$ cat src/hw/rtl/fsgu_pkg.sv
// ----------------------------------------------------------------------------
// fsgu_pkg
// Shared types and constants for the falling sand grid update block.
// ----------------------------------------------------------------------------
package fsgu_pkg;

  localparam int unsigned GRID_WIDTH_DEF  = 64;
  localparam int unsigned GRID_HEIGHT_DEF = 64;
  localparam int unsigned QUEUE_DEPTH_DEF = 4;

  localparam int unsigned ACTION_W = 2;
  localparam int unsigned COORD_W  = 6;
  localparam int unsigned CELL_W   = 8;

  localparam logic [CELL_W-1:0] AIR_RESET  = 8'd0;
  localparam logic [CELL_W-1:0] SAND_RESET = 8'd1;

  // configuration register indexes
  localparam logic CFG_AIR  = 1'b0;
  localparam logic CFG_SAND = 1'b1;

  typedef enum logic [ACTION_W-1:0] {
    ACT_WRITE = 2'd0,
    ACT_READ  = 2'd1,
    ACT_PASS  = 2'd2
  } action_e;

  typedef enum logic [1:0] {
    OP_NONE,
    OP_WRITE,
    OP_READ,
    OP_PASS
  } op_e;

  typedef struct packed {
    logic [ACTION_W-1:0] action;
    logic [COORD_W-1:0]  cell_x;
    logic [COORD_W-1:0]  cell_y;
    logic [CELL_W-1:0]   cell_value;
  } in_item_t;

  typedef struct packed {
    logic [CELL_W-1:0] read_value;
    logic              pass_done;
  } out_item_t;

  typedef struct packed {
    op_e                op;
    logic               on_grid;
    logic [COORD_W-1:0] cell_x;
    logic [COORD_W-1:0] cell_y;
    logic [CELL_W-1:0]  cell_value;
  } cmd_t;

  // queue status seen by the back end
  typedef struct packed {
    logic empty;
    cmd_t head;
  } q_stat_t;

endpackage

$ cat src/hw/rtl/fsgu_fifo.sv
// ----------------------------------------------------------------------------
// fsgu_fifo
// Short command queue between the front end and the grid engine.
// ----------------------------------------------------------------------------
module fsgu_fifo #(
  parameter int unsigned DEPTH = fsgu_pkg::QUEUE_DEPTH_DEF
) (
  input  logic              clk_i,
  input  logic              rst_ni,
  input  logic              push_i,
  input  fsgu_pkg::cmd_t    push_data_i,
  input  logic              pop_i,
  output logic              full_o,
  output fsgu_pkg::q_stat_t stat_o
);

  localparam int unsigned PW = (DEPTH > 1) ? $clog2(DEPTH) : 1;
  localparam int unsigned NW = $clog2(DEPTH + 1);

  fsgu_pkg::cmd_t mem_q [DEPTH];
  logic [PW-1:0]  wr_ptr_q, wr_ptr_d;
  logic [PW-1:0]  rd_ptr_q, rd_ptr_d;
  logic [NW-1:0]  cnt_q, cnt_d;

  function automatic logic [PW-1:0] ptr_inc(input logic [PW-1:0] p);
    logic [PW-1:0] r;
    if (p == PW'(DEPTH - 1)) begin
      r = '0;
    end else begin
      r = p + 1'b1;
    end
    return r;
  endfunction

  assign full_o        = (cnt_q == NW'(DEPTH));
  assign stat_o.empty  = (cnt_q == '0);
  assign stat_o.head   = mem_q[rd_ptr_q];

  always_comb begin
    wr_ptr_d = push_i ? ptr_inc(wr_ptr_q) : wr_ptr_q;
    rd_ptr_d = pop_i ? ptr_inc(rd_ptr_q) : rd_ptr_q;
    cnt_d    = cnt_q;
    if (push_i && !pop_i) begin
      cnt_d = cnt_q + 1'b1;
    end else if (pop_i && !push_i) begin
      cnt_d = cnt_q - 1'b1;
    end
  end

  always_ff @(posedge clk_i or negedge rst_ni) begin
    if (!rst_ni) begin
      wr_ptr_q <= '0;
      rd_ptr_q <= '0;
      cnt_q    <= '0;
    end else begin
      wr_ptr_q <= wr_ptr_d;
      rd_ptr_q <= rd_ptr_d;
      cnt_q    <= cnt_d;
    end
  end

  always_ff @(posedge clk_i) begin
    if (push_i) begin
      mem_q[wr_ptr_q] <= push_data_i;
    end
  end

endmodule

$ cat config.mk
export PLATFORM = sky130hd
export DESIGN_NAME = fsgu_fifo
export DESIGN_NICKNAME = d
export VERILOG_FILES = /design/src/hw/rtl/fsgu_pkg.sv /design/src/hw/rtl/fsgu_fifo.sv
export SDC_FILE = /design/constraint.sdc
export NUM_CORES = 1
export LEC_CHECK = 0
export BUFFER_PORTS_ARGS = -buffer_cell sky130_fd_sc_hd__buf_2
export CAP_MARGIN = 10
export CORE_MARGIN = 1
export CORE_UTILIZATION = 55
export DETAILED_ROUTE_END_ITERATION = 16
export GPL_TIMING_DRIVEN = 1
export PLACE_DENSITY = 0.74
export SLEW_MARGIN = 10
export SYNTH_ARGS = -nofsm -noshare
export SYNTH_HDL_FRONTEND = slang
export SYNTH_SLANG_ARGS = --single-unit
$ cat constraint.sdc
create_clock -name clk_i -period 4.9 [get_ports clk_i]
set_input_delay 0.735 -clock clk_i [delete_from_list [all_inputs] [get_ports clk_i]]
set_output_delay 0.735 -clock clk_i [all_outputs]
set_load 0.01 [all_outputs]
==> key figures <==
Finish
  • Final core utilization: 65.8%
  • Most common cell after layout, fill and taps aside: edfxtp_1
  • Share of cells above drive strength 1: 39.3%
  • Final net count: 249
  • Fillers: 411
  • Area Growth Syn to Fin: 13.2%
  • Commonest cells after routing, fill and taps aside: edfxtp_1 (92), buf_2 (51), mux4_2 (18)
  • Inserted Diodes: 0

Clocking
  • Post-cts sizing count: 0
  • Clk slew on worst S/H paths: 0.08 ns
  • Clock tree sinks: 99
  • H-tree Lvls: 3
  • Post-CTS setup buffer count: 0
  • Worst skew pair latency: 0.35 ns
  • Hold buffers post-CTS: 0
  • CTS Root Cell: clkbuf_8
  • Max Root-Sink Buffers: 2
  • CTS Buf Count: 9
  • CTS tree: done

Placement
  • Port Buffers: 51
  • Routability cong.: 0.656
  • Pre-CTS WS: 2.33 ns
  • DP Wirelength: 3790 um

Status
  • Status: finished with violations
  • Failing checks: DRC

Pwr
  • PwrDens: 554 nW/um2
  • Maximum vdd drop: 273 uV
  • Leak pwr: 1.52 nW

Floorplanning
  • Die W: 84.9 um
  • Starting Density: 58.2%
  • IO Count: 52
  • Total die area: 7210 um2
  • Die Height: 84.9 um
  • Row count: 29
  • Core footprint: 6490 um2

Global routing
  • Initial antenna violation count: 0
  • Busiest layer in global routing: met2
  • Met1 Usage GRT: 20.6%
  • Global Route Usage Sum: 18.2%
  • Grt ovf: 0
  • M3 GR Usage: 4.09%
  • Met2 usage: 32.4%
  • First-pass GRT wire length: 9140 um
  • Largest net degree at the start of global routing: 26
  • Number of global-route vias before repair: 1849

Drt
  • Pre-antenna DRT Iters: 14
  • Initial DRC Count: 162
  • Post-route antenna net violation count: 0
  • Avg WL per Cell: 19.8 um
  • Post-route DRC: 3
  • Via count: 1685
  • Total Wirelength: 5870 um
  • Via-to-Cell Ratio: 5.69

Timing
  • Total Neg Setup Slack: 0 ns
  • Pins Over Slew Limit: 0
  • Final Cycle Share: 58.9%
  • Slew HR: 20.4%
  • Worst slew pin tran: 1.19 ns
  • Max Freq: 0.347 GHz
  • Setup ws final: 2.02 ns
  • Final hold vios: 0
  • RSZ-0062 raised after global routing: false
  • Setup-failing EPs final: 0
  • Minimum clock period: 2.88 ns
  • Clk_skew: 0.00671 ns

Worst hold path
  • HP Class: primary input to async pin

Worst setup path
  • R2R depth: 3
  • Type of origin of the critical path: register
  • Worst Path Required: 4.16 ns
  • CP Cell Sequence: buf_4 > mux4_1 > buf_2
  • Reg2reg end: mem_q[1][9]
  • Slowest cell on the critical path: dfrtp_1
  • Worst Path Class, Setup: register to output port
  • WP buf/inv: 2
  • Crit path arrival time: 2.15 ns
  • Crit path max fanout: 19
  • Critical path capture point type: output port
  • Reg2reg start: wr_ptr_q[1]
  • Flop2flop setup slack: 2.91 ns
  • Max stage delay on crit path: 0.63 ns
  • Top Family by Delay on Critical Path: flip-flops

Logic synthesis
  • Synthesized area: 3780 um2
  • Post-Syn Nets: 192
  • Synth Warn #: 0
  • Mapped Avg Cell Area: 23.9 um2
  • Yosys cell types: 20
  • Seq/Total Area, Yosys: 77.7%
  • Synthesized instance count: 158
  • #FFs+latches synth: 99

Flow run
  • Max-Cap Viols: 0
-- where the power goes --
group / switching, mW / total [mW] / internal, mW
sequential: 0.105 / 1.20 / 1.09
combinational: 0.310 / 0.642 / 0.333
clock: 0.247 / 0.528 / 0.281
-- worst max-delay path by stage --
| stage | from | end | slack, ns | cells past startpoint |
|---|---|---|---|---|
| 4_1_cts | rd_ptr_q[0] | stat_o[5] | 1.94 | 3 |
| 5_1_grt | rd_ptr_q[0] | stat_o[5] | 1.85 | 3 |
| 2_1_floorplan | rd_ptr_q[0] | stat_o[12] | 3.01 | 3 |
| 3_3_place_gp | rd_ptr_q[0] | stat_o[5] | 2.35 | 3 |
| 6_report | rd_ptr_q[0] | stat_o[4] | 2.02 | 3 |
| 3_5_place_dp | rd_ptr_q[0] | stat_o[5] | 2.33 | 3 |
-- state kept, by name, summed over array words and instances (netlist names) --
| register | flops |
|---|---|
| mem_q | 92 |
| cnt_q | 3 |
| rd_ptr_q | 2 |
| wr_ptr_q | 2 |
-- kinds of logic (layout without fill, tap and decap cells) --
kind of cell / Yosys count / count (layout) / share of synthesized area [%]
xor gates and xnor gates: 3 / 3 / 0.695
AOI/OAI and AO/OA: 2 / 2 / 0.265
muxes: 26 / 26 / 15.1
buffers and inverters: 11 / 72 / 2.25
DFF: 99 / 99 / 77.7
and+or+nand+nor: 10 / 10 / 1.42
adders and majority gates: 7 / 7 / 2.52
-- synthesized netlist by cell type, drive strengths merged --
master | n | area [um2]
edfxtp | 92 | 2760
nor2 | 2 | 7.51
nand3 | 1 | 5.00
xnor2 | 1 | 8.76
o21ai | 2 | 10.0
dfrtp | 7 | 175
nor3 | 1 | 5.00
and2 | 4 | 25.0
fa | 1 | 20.0
xor2 | 2 | 17.5
ha | 6 | 75.1
buf | 6 | 66.3
mux4 | 23 | 537
inv | 5 | 18.8
nand2 | 1 | 3.75
nor3b | 1 | 7.51
mux2 | 3 | 33.8
-- metal layers --
metal / share of wire (%) / wire (um)
met5: 0 / 0
met4: 2.0 / 118
met3: 4.2 / 245
met2: 55 / 3220
met1: 39 / 2280
-- worst register-to-register path, delay by kind of cell, from the launching register on --
| kind | cells | cell delay [ns] |
|---|---|---|
| buf+inv | 1 | 0.11 |
| simple gates | 1 | 0.92 |
| flops | 1 | 0.40 |
| fa+ha+maj | 1 | 0.17 |
-- final cells by class --
class / count / area (um2) / area share [%]
sequential: 99 / 2940 / 68.7
clock buffer: 9 / 124 / 2.90
multi-input combinational: 48 / 756 / 17.7
tap: 77 / 96.3 / 2.25
clock inverter: 6 / 81.3 / 1.90
timing repair buffer: 52 / 263 / 6.14
inverter: 5 / 18.8 / 0.439
-- per-stage QoR --
stage / hold slack (ns) / area [um2] / instances / power [mW]
global placement: 0.471 / 4070 / 281 / 1.84
detailed placement: 0.478 / 4070 / 281 / 1.88
global route: 0.212 / 4280 / 296 / 2.49
CTS: 0.208 / 4280 / 296 / 2.40
floorplan: 0.439 / 3780 / 158 / 1.67
finish: 0.214 / 4280 / 296 / 2.37
Power figures use the tool's default switching activity.
